File: config.mk
export PLATFORM = sky130hd
export DESIGN_NAME = four_char_word_machine_core_unit_flat
export DESIGN_NICKNAME = d
export VERILOG_FILES = /design/src/fcwm_pkg.sv /design/src/fcwm_if.sv /design/src/fcwm_mem.sv /design/src/four_char_word_machine_core_unit.sv /design/src/flat_wrapper.sv
export SDC_FILE = /design/constraint.sdc
export NUM_CORES = 2
export LEC_CHECK = 0
export BUFFER_PORTS_ARGS = -buffer_cell sky130_fd_sc_hd__clkbuf_2
export CAP_MARGIN = 0
export CORE_MARGIN = 4
export CORE_UTILIZATION = 40
export DETAILED_ROUTE_END_ITERATION = 8
export SLEW_MARGIN = 10
export SYNTH_ARGS = -nofsm -noshare
export SYNTH_HDL_FRONTEND = slang
export SYNTH_SLANG_ARGS = --single-unit
export TNS_END_PERCENT = 30
File: constraint.sdc
create_clock -name clk_i -period 7.54 [get_ports clk_i]
set_clock_uncertainty 0.05 [all_clocks]
set_input_delay 1.885 -clock clk_i [delete_from_list [all_inputs] [get_ports clk_i]]
set_output_delay 1.885 -clock clk_i [all_outputs]
set_load 0.05 [all_outputs]
File: src/fcwm_pkg.sv
// Shared types, constants and helpers for the four-character word machine.
// No dependencies; used by the interfaces, the memory and the top level.
`default_nettype none

package fcwm_pkg;

  localparam int unsigned MEM_WORDS_DEF   = 100;
  localparam int unsigned PRINT_WORDS_DEF = 10;

  localparam int ADDR_W = 7;
  localparam int WORD_W = 32;
  localparam int CNT_W  = 3;
  localparam int KIND_W = 3;
  localparam int CMD_W  = 2;

  localparam logic [WORD_W-1:0] SPACES = 32'h2020_2020;

  localparam logic [7:0] CH_UNDER = 8'h5F;
  localparam logic [7:0] CH_SPACE = 8'h20;
  localparam logic [7:0] CH_ZERO  = 8'h30;
  localparam logic [7:0] CH_NINE  = 8'h39;
  localparam logic [7:0] CH_G     = 8'h47;
  localparam logic [7:0] CH_P     = 8'h50;
  localparam logic [7:0] CH_H     = 8'h48;
  localparam logic [7:0] CH_L     = 8'h4C;
  localparam logic [7:0] CH_S     = 8'h53;
  localparam logic [7:0] CH_C     = 8'h43;
  localparam logic [7:0] CH_B     = 8'h42;
  localparam logic [7:0] CH_T     = 8'h54;
  localparam logic [7:0] CH_R     = 8'h52;
  localparam logic [7:0] CH_D     = 8'h44;

  typedef enum logic [CMD_W-1:0] {
    CMD_WRITE = 2'd0,
    CMD_EXEC  = 2'd1,
    CMD_START = 2'd2,
    CMD_INIT  = 2'd3
  } cmd_e;

  typedef enum logic [KIND_W-1:0] {
    K_DONE  = 3'd0,
    K_REQ   = 3'd1,
    K_PRINT = 3'd2,
    K_HALT  = 3'd3,
    K_ERR   = 3'd4
  } kind_e;

  typedef enum logic [2:0] {
    S_IDLE,
    S_FETCH,
    S_DECODE,
    S_EXEC,
    S_OUT
  } state_e;

  typedef struct packed {
    logic              clr;
    logic              we;
    logic [ADDR_W-1:0] waddr;
    logic [WORD_W-1:0] wdata;
    logic [ADDR_W-1:0] raddr;
  } mem_req_t;

  // characters before the first underscore
  function automatic logic [CNT_W-1:0] count_chars(input logic [WORD_W-1:0] w);
    logic [CNT_W-1:0] n;
    logic             hit;
    n   = '0;
    hit = 1'b0;
    for (int i = 0; i < 4; i++) begin
      if (!hit && (w[WORD_W-1-8*i -: 8] == CH_UNDER)) begin
        hit = 1'b1;
      end else if (!hit) begin
        n = n + 3'd1;
      end
    end
    return n;
  endfunction

endpackage

`default_nettype wire

File: src/fcwm_if.sv
// Valid/ready channel interfaces for command items and result items.
// Depends on fcwm_pkg for field widths.
`default_nettype none

interface fcwm_in_if;
  logic                      valid;
  logic                      ready;
  logic [fcwm_pkg::CMD_W-1:0]  cmd;
  logic [fcwm_pkg::ADDR_W-1:0] address;
  logic [fcwm_pkg::WORD_W-1:0] word_in;

  modport source (output valid, output cmd, output address, output word_in, input ready);
  modport sink   (input valid, input cmd, input address, input word_in, output ready);
endinterface

interface fcwm_out_if;
  logic                        valid;
  logic                        ready;
  logic [fcwm_pkg::KIND_W-1:0] kind;
  logic [fcwm_pkg::ADDR_W-1:0] target;
  logic [fcwm_pkg::WORD_W-1:0] word_out;
  logic [fcwm_pkg::CNT_W-1:0]  char_count;
  logic                        toggle_out;
  logic                        last;

  modport source (output valid, output kind, output target, output word_out,
                  output char_count, output toggle_out, output last, input ready);
  modport sink   (input valid, input kind, input target, input word_out,
                  input char_count, input toggle_out, input last, output ready);
endinterface

`default_nettype wire

File: src/fcwm_mem.sv
// Word memory: one write and one registered read port, per-word valid flags.
// A word never written since reset or init reads as four spaces. Uses fcwm_pkg.
`default_nettype none

module fcwm_mem #(
  parameter int unsigned MEM_WORDS = fcwm_pkg::MEM_WORDS_DEF
) (
  input  wire logic                        clk_i,
  input  wire logic                        rst_ni,
  input  wire fcwm_pkg::mem_req_t          req_i,
  output logic [fcwm_pkg::WORD_W-1:0]      rdata_o
);
  import fcwm_pkg::*;

  localparam int AW = $clog2(MEM_WORDS);

  logic [WORD_W-1:0]    mem [MEM_WORDS];
  logic [MEM_WORDS-1:0] vld_q;
  logic [WORD_W-1:0]    rdata_q;
  logic                 rvld_q;

  always_ff @(posedge clk_i) begin
    if (req_i.we) begin
      mem[req_i.waddr[AW-1:0]] <= req_i.wdata;
    end
    rdata_q <= mem[req_i.raddr[AW-1:0]];
  end

  always_ff @(posedge clk_i or negedge rst_ni) begin
    if (!rst_ni) begin
      vld_q  <= '0;
      rvld_q <= 1'b0;
    end else begin
      rvld_q <= vld_q[req_i.raddr[AW-1:0]];
      if (req_i.clr) begin
        vld_q <= '0;
      end else if (req_i.we) begin
        vld_q[req_i.waddr[AW-1:0]] <= 1'b1;
      end
    end
  end

  assign rdata_o = rvld_q ? rdata_q : SPACES;

endmodule

`default_nettype wire

File: src/four_char_word_machine_core_unit.sv
// Four-character word machine core: sequencer around one word memory.
// Write, start, init and a step that is halted or past the end go from idle straight to
// the result; other steps pass fetch and decode, and LR, CR and PD also pass exec for the
// registered memory read. PD then reads each next word in exec after the previous one
// is taken. One item at a time; ready only when idle.
// Reset (and init) clears registers and marks every word as four spaces.
`default_nettype none

module four_char_word_machine_core_unit #(
  parameter int unsigned MEM_WORDS   = fcwm_pkg::MEM_WORDS_DEF,
  parameter int unsigned PRINT_WORDS = fcwm_pkg::PRINT_WORDS_DEF
) (
  input  wire logic   clk_i,
  input  wire logic   rst_ni,
  fcwm_in_if.sink     in_i,
  fcwm_out_if.source  out_o
);
  import fcwm_pkg::*;

  localparam logic [ADDR_W-1:0] MEM_LIM = ADDR_W'(MEM_WORDS);
  localparam logic [ADDR_W-1:0] PRT_N   = ADDR_W'(PRINT_WORDS);

  state_e            state_q, state_d;
  logic [ADDR_W-1:0] pc_q, pc_d;
  logic              tog_q, tog_d;
  logic              halt_q, halt_d;
  logic [WORD_W-1:0] gen_q, gen_d;
  logic [WORD_W-1:0] ir_q, ir_d;
  logic [ADDR_W-1:0] pa_q, pa_d;
  logic [ADDR_W-1:0] pend_q, pend_d;

  kind_e             kind_q, kind_d;
  logic [ADDR_W-1:0] tgt_q, tgt_d;
  logic [WORD_W-1:0] wout_q, wout_d;
  logic [CNT_W-1:0]  cnt_q, cnt_d;
  logic              last_q, last_d;

  mem_req_t          mreq;
  logic [WORD_W-1:0] rdata;

  logic [7:0]        c0, c1, d2, d3;
  logic [3:0]        d2n, d3n;
  logic [ADDR_W-1:0] addr;
  logic              uses_addr, digits_ok;

  fcwm_mem #(.MEM_WORDS(MEM_WORDS)) u_mem (
    .clk_i   (clk_i),
    .rst_ni  (rst_ni),
    .req_i   (mreq),
    .rdata_o (rdata)
  );

  // instruction decode
  assign c0  = ir_q[31:24];
  assign c1  = ir_q[23:16];
  assign d2  = ir_q[15:8];
  assign d3  = ir_q[7:0];
  assign d2n = d2[3:0] - CH_ZERO[3:0];
  assign d3n = d3[3:0] - CH_ZERO[3:0];
  assign addr = ({3'b000, d2n} << 3) + ({3'b000, d2n} << 1) + {3'b000, d3n};
  assign digits_ok = (d2 >= CH_ZERO) && (d2 <= CH_NINE) && (d3 >= CH_ZERO) && (d3 <= CH_NINE);
  assign uses_addr = ((c1 == CH_D) && ((c0 == CH_G) || (c0 == CH_P))) ||
                     ((c1 == CH_R) && ((c0 == CH_L) || (c0 == CH_S) || (c0 == CH_C))) ||
                     ((c0 == CH_B) && (c1 == CH_T));

  always_ff @(posedge clk_i or negedge rst_ni) begin
    if (!rst_ni) begin
      state_q <= S_IDLE;
      pc_q    <= '0;
      tog_q   <= 1'b0;
      halt_q  <= 1'b0;
      gen_q   <= SPACES;
      ir_q    <= SPACES;
    end else begin
      state_q <= state_d;
      pc_q    <= pc_d;
      tog_q   <= tog_d;
      halt_q  <= halt_d;
      gen_q   <= gen_d;
      ir_q    <= ir_d;
    end
  end

  always_ff @(posedge clk_i) begin
    pa_q   <= pa_d;
    pend_q <= pend_d;
    kind_q <= kind_d;
    tgt_q  <= tgt_d;
    wout_q <= wout_d;
    cnt_q  <= cnt_d;
    last_q <= last_d;
  end

  always_comb begin
    state_d = state_q;
    pc_d    = pc_q;
    tog_d   = tog_q;
    halt_d  = halt_q;
    gen_d   = gen_q;
    ir_d    = ir_q;
    pa_d    = pa_q;
    pend_d  = pend_q;
    kind_d  = kind_q;
    tgt_d   = tgt_q;
    wout_d  = wout_q;
    cnt_d   = cnt_q;
    last_d  = last_q;
    mreq    = '0;

    case (state_q)
      S_IDLE: begin
        if (in_i.valid) begin
          kind_d  = K_DONE;
          tgt_d   = '0;
          wout_d  = '0;
          cnt_d   = '0;
          last_d  = 1'b1;
          state_d = S_OUT;
          case (cmd_e'(in_i.cmd))
            CMD_WRITE: begin
              if (in_i.address >= MEM_LIM) begin
                kind_d = K_ERR;
              end else begin
                mreq.we    = 1'b1;
                mreq.waddr = in_i.address;
                mreq.wdata = in_i.word_in;
              end
            end
            CMD_EXEC: begin
              if (halt_q) begin
                kind_d = K_HALT;
              end else if (pc_q >= MEM_LIM) begin
                kind_d = K_ERR;
              end else begin
                mreq.raddr = pc_q;
                state_d    = S_FETCH;
              end
            end
            CMD_START: begin
              pc_d   = '0;
              halt_d = 1'b0;
            end
            default: begin
              mreq.clr = 1'b1;
              gen_d    = SPACES;
              ir_d     = SPACES;
              pc_d     = '0;
              tog_d    = 1'b0;
              halt_d   = 1'b0;
            end
          endcase
        end
      end

      S_FETCH: begin
        ir_d    = rdata;
        pc_d    = pc_q + 7'd1;
        state_d = S_DECODE;
      end

      S_DECODE: begin
        state_d = S_OUT;
        if ((c0 == CH_H) && (c1 == CH_SPACE)) begin
          halt_d = 1'b1;
          kind_d = K_HALT;
        end else if (!uses_addr) begin
          kind_d = K_DONE;
        end else if (!digits_ok) begin
          kind_d = K_ERR;
        end else if (c0 == CH_P) begin
          if (({1'b0, addr} + {1'b0, PRT_N}) > {1'b0, MEM_LIM}) begin
            kind_d = K_ERR;
          end else begin
            pa_d       = addr;
            pend_d     = addr + PRT_N - 7'd1;
            mreq.raddr = addr;
            state_d    = S_EXEC;
          end
        end else if (addr >= MEM_LIM) begin
          kind_d = K_ERR;
        end else if (c0 == CH_G) begin
          kind_d = K_REQ;
          tgt_d  = addr;
        end else if ((c0 == CH_L) || (c0 == CH_C)) begin
          mreq.raddr = addr;
          state_d    = S_EXEC;
        end else if (c0 == CH_S) begin
          mreq.we    = 1'b1;
          mreq.waddr = addr;
          mreq.wdata = gen_q;
        end else if (tog_q) begin
          pc_d  = addr;
          tog_d = 1'b0;
        end
      end

      S_EXEC: begin
        state_d = S_OUT;
        if (c0 == CH_L) begin
          gen_d = rdata;
        end else if (c0 == CH_C) begin
          tog_d = (gen_q == rdata);
        end else begin
          kind_d = K_PRINT;
          tgt_d  = pa_q;
          wout_d = rdata;
          cnt_d  = count_chars(rdata);
          last_d = (pa_q == pend_q);
        end
      end

      S_OUT: begin
        if (out_o.ready) begin
          if (!last_q) begin
            pa_d       = pa_q + 7'd1;
            mreq.raddr = pa_q + 7'd1;
            state_d    = S_EXEC;
          end else begin
            state_d = S_IDLE;
          end
        end
      end

      default: state_d = S_IDLE;
    endcase
  end

  assign in_i.ready       = (state_q == S_IDLE);
  assign out_o.valid      = (state_q == S_OUT);
  assign out_o.kind       = kind_q;
  assign out_o.target     = tgt_q;
  assign out_o.word_out   = wout_q;
  assign out_o.char_count = cnt_q;
  assign out_o.toggle_out = tog_q;
  assign out_o.last       = last_q;

  a_halt_step: assert property (@(posedge clk_i) disable iff (!rst_ni)
    (in_i.valid && in_i.ready && (in_i.cmd == CMD_EXEC) && halt_q)
      |=> (out_o.valid && (out_o.kind == K_HALT) && out_o.last))
    else $error("halted step did not give a halted item");

  a_print_busy: assert property (@(posedge clk_i) disable iff (!rst_ni)
    (out_o.valid && out_o.ready && !out_o.last) |=> !in_i.ready)
    else $error("new command taken in the middle of a print");

  a_pc_range: assert property (@(posedge clk_i) disable iff (!rst_ni)
    (pc_q <= MEM_LIM))
    else $error("program counter beyond memory end");

  a_init_clear: assert property (@(posedge clk_i) disable iff (!rst_ni)
    (in_i.valid && in_i.ready && (in_i.cmd == CMD_INIT))
      |=> ((pc_q == '0) && !tog_q && !halt_q && (gen_q == SPACES)))
    else $error("init did not clear the registers");

endmodule

`default_nettype wire

File: src/flat_wrapper.sv
// flat-port wrapper written by rule: the top's interface ports become plain ports
module four_char_word_machine_core_unit_flat import fcwm_pkg::*;
#(
  parameter int unsigned MEM_WORDS   = fcwm_pkg::MEM_WORDS_DEF,
  parameter int unsigned PRINT_WORDS = fcwm_pkg::PRINT_WORDS_DEF
)
  (clk_i, rst_ni, in_i_valid, in_i_cmd, in_i_address, in_i_word_in, in_i_ready, out_o_valid, out_o_kind, out_o_target, out_o_word_out, out_o_char_count, out_o_toggle_out, out_o_last, out_o_ready);
  fcwm_in_if in_i_i ();
  fcwm_out_if out_o_i ();
  input  wire logic clk_i;
  input  wire logic rst_ni;
  input wire logic [$bits(in_i_i.valid)-1:0] in_i_valid;
  input wire logic [$bits(in_i_i.cmd)-1:0] in_i_cmd;
  input wire logic [$bits(in_i_i.address)-1:0] in_i_address;
  input wire logic [$bits(in_i_i.word_in)-1:0] in_i_word_in;
  output wire logic [$bits(in_i_i.ready)-1:0] in_i_ready;
  output wire logic [$bits(out_o_i.valid)-1:0] out_o_valid;
  output wire logic [$bits(out_o_i.kind)-1:0] out_o_kind;
  output wire logic [$bits(out_o_i.target)-1:0] out_o_target;
  output wire logic [$bits(out_o_i.word_out)-1:0] out_o_word_out;
  output wire logic [$bits(out_o_i.char_count)-1:0] out_o_char_count;
  output wire logic [$bits(out_o_i.toggle_out)-1:0] out_o_toggle_out;
  output wire logic [$bits(out_o_i.last)-1:0] out_o_last;
  input wire logic [$bits(out_o_i.ready)-1:0] out_o_ready;
  assign in_i_i.valid = in_i_valid;
  assign in_i_i.cmd = in_i_cmd;
  assign in_i_i.address = in_i_address;
  assign in_i_i.word_in = in_i_word_in;
  assign in_i_ready = in_i_i.ready;
  assign out_o_valid = out_o_i.valid;
  assign out_o_kind = out_o_i.kind;
  assign out_o_target = out_o_i.target;
  assign out_o_word_out = out_o_i.word_out;
  assign out_o_char_count = out_o_i.char_count;
  assign out_o_toggle_out = out_o_i.toggle_out;
  assign out_o_last = out_o_i.last;
  assign out_o_i.ready = out_o_ready;
  four_char_word_machine_core_unit #(.MEM_WORDS(MEM_WORDS), .PRINT_WORDS(PRINT_WORDS)) u_core (.clk_i(clk_i), .rst_ni(rst_ni), .in_i(in_i_i), .out_o(out_o_i));
endmodule
* Yosys cells after proc, flatten, opt, wreduce, memory -nomap -nowiden *
Memory sizes are Yosys's and may differ from the RTL's. A register that Yosys moved wholly into a read port is not among the register bits.
Cells that the tools add are included.

cells by class
  $add $sub $neg = 10
  $lt $le $gt $ge = 11
  eq/ne operators = 47
  mux-type cells = 154
  bitwise logic cells = 3
  reduce and logical (&&, ||, !) cells = 42

operator list
  kind                                                                           count
  7-bit 2-to-1 mux                                                               35
  47-bit 2-to-1 mux                                                              5
  32-bit 2-to-1 mux                                                              7
  100-bit 2-to-1 mux                                                             2
  40-bit 2-to-1 mux                                                              5
  32-bit one-hot mux with 2 select lines                                         3
  3-bit 2-to-1 mux                                                               44
  8-bit by 7-bit == test with 1-bit output (second input constant)               14
  100-bit OR                                                                     1
  40-bit one-hot mux with 2 select lines                                         1
  7-bit one-hot mux with 3 select lines                                          3
  48-bit 2-to-1 mux                                                              1
  1-bit 2-to-1 mux                                                               37
  32-bit == test                                                                 1
  2-bit != test (second input constant)                                          13
  7-bit >= comparator (second input constant)                                    3
  2-bit by 1-bit != test with 1-bit output (second input constant)               9
  8-bit by 6-bit >= comparator with 1-bit output (second input constant)         2
  8-bit by 6-bit <= comparator with 1-bit output (second input constant)         2
  7-bit by 8-bit less-than comparator with 1-bit output (second input constant)  2
  3-bit one-hot mux with 5 select lines                                          1
  7-bit by 1-bit adder with 7-bit output (second input constant)                 2
  7-bit one-hot mux with 2 select lines                                          1
  13-bit AND reduction                                                           1
  41 further kinds                                                               72

word-level totals
  bits in registers = 237
  bits in writable memories = 3,200
  input port bits = 45
  output and inout port bits = 49
  word-level logic and storage cells = 283
  memories = 1

memories
  name              words  bits a word  read ports  clocked after Yosys merged registers in  write ports  line            source
  u_core.u_mem.mem  100    32           1           1                                        1            fcwm_mem.sv:17  logic [WORD_W-1:0] mem [MEM_WORDS];

* Logic depth before layout (Yosys ltp) *
  word-level depth = 24
  gate-level depth with buffers = 23

* Modules after synthesis *
Synthesis repeated with hierarchy kept, for this count alone.

unflattened totals
  cell total of the unflattened synthesis = 6,567
  area, all modules = 135,213.4 sq um

by module, submodules not included
  module                            instances  cells each  area each (sq um)  seq. area each (sq um)
  fcwm_mem                          1          5,828       127,608.6          99,260.2
  four_char_word_machine_core_unit  1          739         7,604.8            3,713.6

* Least setup slack after synthesis *
No wires, ideal clock.

  path type = input-to-reg
  start = input port in_i_valid
  end = memory u_core.u_mem.mem[74][0] (enable)
  library setup time = 423 ps
  data arrival time = 5,228 ps
  setup slack = 1,840 ps
  cell stages on the path = 8
  buffers on the path = 2
  cell sequence = or4b_1 > nor4b_1 > clkbuf_1 > clkbuf_1 > nand3b_1 > o21ai_0 > nand2_1 > nor2_1

between the ends
  cells in the longest elaborated chain, start to end = 4

ends and longest elaborated chain
  item                                        line                                     source
  start: declaration                          flat_wrapper.sv:12                       input wire logic [$bits(in_i_i.valid)-1:0] in_i_valid;
  48-bit 2-to-1 mux (*)                       four_char_word_machine_core_unit.sv:112  if (in_i.valid) begin
  40-bit one-hot mux with 2 select lines (*)  four_char_word_machine_core_unit.sv:110  case (state_q)
  1-bit 2-to-1 mux                            fcwm_mem.sv:23                           if (req_i.we) begin
  1-bit 2-to-1 mux (implied by the code)      fcwm_mem.sv:24                           mem[req_i.waddr[AW-1:0]] <= req_i.wdata;
  end: declaration                            fcwm_mem.sv:17

Mark *: on every way between the ends. The rest lies on a longest branch, timed or not.

* Final worst setup path *
  start = register u_core.ir_q[9]
  end = register u_core.u_mem.rdata_q[30] (read register of u_core.u_mem.mem)

between the ends
  cells in the longest elaborated chain, start to end = 10

ends and longest elaborated chain
  item                                                                                                  line                                                                              source
  start: declaration                                                                                    four_char_word_machine_core_unit.sv:28                                            logic [WORD_W-1:0] ir_q, ir_d;
  start signal: assignment                                                                              four_char_word_machine_core_unit.sv:80                                            ir_q <= ir_d;
  7-bit by 5-bit adder with 7-bit output                                                                four_char_word_machine_core_unit.sv:60                                            assign addr = ({3'b000, d2n} << 3) + ({3'b000, d2n} << 1) + {3'b000, d3n};
  7-bit by 4-bit adder with 7-bit output                                                                four_char_word_machine_core_unit.sv:60
  7-bit by 4-bit adder with 8-bit output / 7-bit 2-to-1 mux (equally long branches)                     four_char_word_machine_core_unit.sv:171, four_char_word_machine_core_unit.sv:184
  8-bit by 7-bit greater-than comparator with 1-bit output / 47-bit 2-to-1 mux (equally long branches)  four_char_word_machine_core_unit.sv:171, four_char_word_machine_core_unit.sv:181
  7-bit 2-to-1 mux / 47-bit 2-to-1 mux (equally long branches)                                          four_char_word_machine_core_unit.sv:171, four_char_word_machine_core_unit.sv:179
  7-bit 2-to-1 mux                                                                                      four_char_word_machine_core_unit.sv:170                                           end else if (c0 == CH_P) begin
  47-bit 2-to-1 mux (*)                                                                                 four_char_word_machine_core_unit.sv:168                                           end else if (!digits_ok) begin
  47-bit 2-to-1 mux (*)                                                                                 four_char_word_machine_core_unit.sv:166                                           end else if (!uses_addr) begin
  47-bit 2-to-1 mux (*)                                                                                 four_char_word_machine_core_unit.sv:163                                           if ((c0 == CH_H) && (c1 == CH_SPACE)) begin
  7-bit one-hot mux with 3 select lines (*)                                                             four_char_word_machine_core_unit.sv:110
  end: declaration                                                                                      fcwm_mem.sv:19                                                                    logic [WORD_W-1:0] rdata_q;

Marked as above.
A chain may end at the register's enable or synchronous reset.

==> flow_summary.toml <==
[outcome]
status = "finished clean"

[critical_path]
cp-end-kind = "register"
worstPathRequired_ns = 8.31
critPathLaunchType = "register"
path_class = "reg2reg"
r2r_slack_ns = 0.32
arrival_ns = 7.99
cp_max_fo = 40

[synthesis]
synth-simple-area-share_pct = 12.5
synth_top_family_by_area = "simple AND/OR/NAND/NOR gates"
ys_seq_area_share_pct = 73.3
synth_xor_area_share_pct = 0.187
synthArstFlopShare_pct = 5.10
syn_area_mm2 = 0.140
synth-adder-area-share_pct = 0.171
ys.flop_type = "edfxtp_1"
yosysUniqueCellTypes = 106
synth_compound_area_share_pct = 8.51
synth_edf_count = 3260
yosys_warnings = 0
avgSynthCellArea_um2 = 13.7
synthMuxAreaShare_pct = 2.90
syn_nets = 10300
syn_inst = 10200
synth-seq-cells = 3469

[placement]
dp.cells = 14800
gp_congestion = 0.949
hpwl_um = 311000
portBuffers = 93

[drt]
drc_errors = 0
wire_per_inst_um = 33.1
viasPerCell = 6.24
drt-pass1-iter-count = 8
vias = 96600
drt_iter0_markers = 15900
ant_nets = 0
routed_wl_um = 513000

[die]
die_w_um = 600
initial_core_util_pct = 40.2
die-area_mm2 = 0.361
design.core.area_mm2 = 0.349
chipHeight_um = 600
std_cell_rows = 217
io_pins = 94

[grt]
gr-total-overflow = 0
grt_max_degree = 116
grt_first_pass_wirelength_um = 711000
grt_pass1_vias = 90100
grtUsageTotal_pct = 27.4
grt_antenna_before_repair = 44

[finish]
fin_cells = 15500
drive_gt1_share_pct = 13.5
layout_common_cells = "3260 x edfxtp_1, 2189 x nand2_1, 839 x nand3_1"
fin_util_pct = 46.6
final_common_cell = "edfxtp_1"
nNetsFinal = 10600
syn_to_final_growth_pct = 15.9

[timing]
maxSlewViolCount = 0
period_minus_slack_ns = 7.22
fmax_mhz = 139
fin_crit_sh_pct = 95.7
max_slew.worst_pin.slew_ns = 1.38
rsz0062_at_grt = "false"
max_slew_margin_pct = 7.61
finalSetupViolCount = 0
hold_viol = 0

[flow_run]
drv_cap = 0

[clock_tree]
postCtsSetupBuffers = 0
cts_tree = "done"
clk_pin_slew_worst_paths_ns = 0.07
clockBufferDepth = 4
cts_sinks = 3469
worstSkewPairLatency_ns = 0.98
cts-buffers-inserted = 362
cts-root-buf = "clkbuf_16"
cts_htree_levels = 5

[power]
ir_drop_mv = 0.205
p_leak_nw = 60.0
p_per_area_mw_per_mm2 = 268

[min_path]
min_path_type = "reg2reg"
## metrics by stage
stage               power, mW  setup WS (ns)  setup TNS [ns]  area (um^2)  hold WS, ns
global placement         25.7          -1.27           -4.48       150000        0.417
detailed placement       25.8          0.258               0       151000        0.425
CTS                      43.6          0.230               0       163000        0.441
global route             44.7          0.215               0       163000        0.450
finish                   43.6          0.323               0       163000        0.439
floorplan                24.0           1.84               0       140000        0.403
## worst max-delay path, stage by stage (launching register included)
cell,delay (ns)
dfrtp_1,0.43
ha_1,0.29
ha_1,0.16
inv_1,0.06
fa_1,0.53
buf_4,0.22
inv_1,0.13
nor4_1,0.32
o211ai_1,0.17
xor2_1,0.41
nor4b_4,0.18
o31ai_4,0.96
buf_12,0.34
buf_12,0.28
buf_4,0.46
mux2i_1,0.25
mux2i_1,0.09
a32oi_1,0.19
nand3_1,0.41
a211oi_2,0.86
a31oi_1,0.21
## layer usage
layer / global-route usage (%) / vias up / wire (um)
li1: - / 39700 / -
met1: 36.8 / 49000 / 191000
met2: 40.8 / 6715 / 225000
met3: 7.04 / 1199 / 65100
met4: 14.8 / 28 / 32200
met5: 0 / - / 205
## cells by family after synthesis
| kind of cell | count (synthesis) |
|---|---|
| and+or+nand+nor | 3913 |
| DFF | 3469 |
| AOI/OAI and AO/OA | 1657 |
| buffers and inverters | 753 |
| xor gates and xnor gates | 30 |
| muxes | 401 |
| adders and majority gates | 18 |
## power by group
group	internal [mW]	leakage (nW)	switching [mW]
sequential	21.3	37.6	0.333
combinational	0.999	16.6	2.85
clock	10.4	5.85	7.70
total	32.7	60.0	10.9
## final cells by class
| type | count | area [um^2] |
|---|---|---|
| Fill cell | 29900 | 187000 |
| Sequential cell | 3469 | 103000 |
| Multi-Input combinational cell | 6019 | 35400 |
| Clock buffer | 464 | 9630 |
| Timing Repair Buffer | 665 | 6340 |
| Tap cell | 4599 | 5750 |
| Clock inverter | 206 | 2410 |
| Inverter | 45 | 169 |
| Antenna cell | 17 | 42.5 |
## synth_stat cells (13+ instances only)
master	count	area [um^2]
a2111oi_0	21	184
o22ai_1	51	319
nand3_1	840	4200
a31o_2	20	175
mux2i_1	349	3490
a22oi_1	30	225
buf_4	26	195
o31ai_1	14	105
o211a_1	16	160
o211ai_1	27	203
a21oi_1	190	951
buf_1	67	251
or4_1	16	120
nor2_1	234	878
a221oi_1	23	201
a32oi_1	52	455
buf_2	328	1640
a311oi_1	87	762
nand2_1	2195	8240
dfrtp_1	169	4230
o2111ai_1	36	315
a21o_1	16	120
dfxtp_1	32	641
ha_1	16	200
nor3_1	56	280
a211o_1	21	184
clkbuf_1	276	1040
o21ai_0	181	906
o41ai_1	13	114
a32o_1	17	170
o221ai_1	15	131
o21a_1	106	796
mux2_2	49	552
and3_1	398	2490
a31oi_1	213	1330
a211oi_1	323	2420
nor4_1	40	250
xnor2_1	19	166
nand4_1	51	319
edfxtp_1	3260	97900
inv_1	42	158
a22o_1	58	508
## flip-flops by register name (all words and copies together) (netlist names), 7 cells and up
register,count
u_core.u_mem.vld_q,100
u_core.pa_q,7
u_core.pend_q,7
u_core.ir_q,32
u_core.gen_q,32
u_core.out_o.word_out,32
u_core.u_mem.rdata_q,32
u_core.out_o.target,7
u_core.u_mem.mem,3200
u_core.pc_q,7
## repair_timing
item	CTS	global route
gates resized for setup	0	1
endpoints found under the setup margin	0	1
hold buffers	0	0
endpoints found under the hold margin	0	0
## path summary, 6_finish.rpt
| check | startpoint | endpoint | depth (start not counted) |
|---|---|---|---|
| setup / recovery | u_core.ir_q[9]$_DFFE_PN0P_ | u_core.u_mem.rdata_q[30]$_DFF_P_ | 20 |
| hold reg to reg | u_core.u_mem.vld_q[18]$_DFFE_PN0P_ | u_core.u_mem.vld_q[18]$_DFFE_PN0P_ | 1 |
| hold / removal | u_core.u_mem.vld_q[18]$_DFFE_PN0P_ | u_core.u_mem.vld_q[18]$_DFFE_PN0P_ | 1 |
| setup reg to reg | u_core.ir_q[9]$_DFFE_PN0P_ | u_core.u_mem.rdata_q[30]$_DFF_P_ | 20 |
| max in group asynchronous | rst_ni | u_core.u_mem.vld_q[34]$_DFFE_PN0P_ | 2 |
| min in group asynchronous | rst_ni | u_core.u_mem.vld_q[73]$_DFFE_PN0P_ | 1 |
Note: power is estimated with default switching activity, not from simulation.
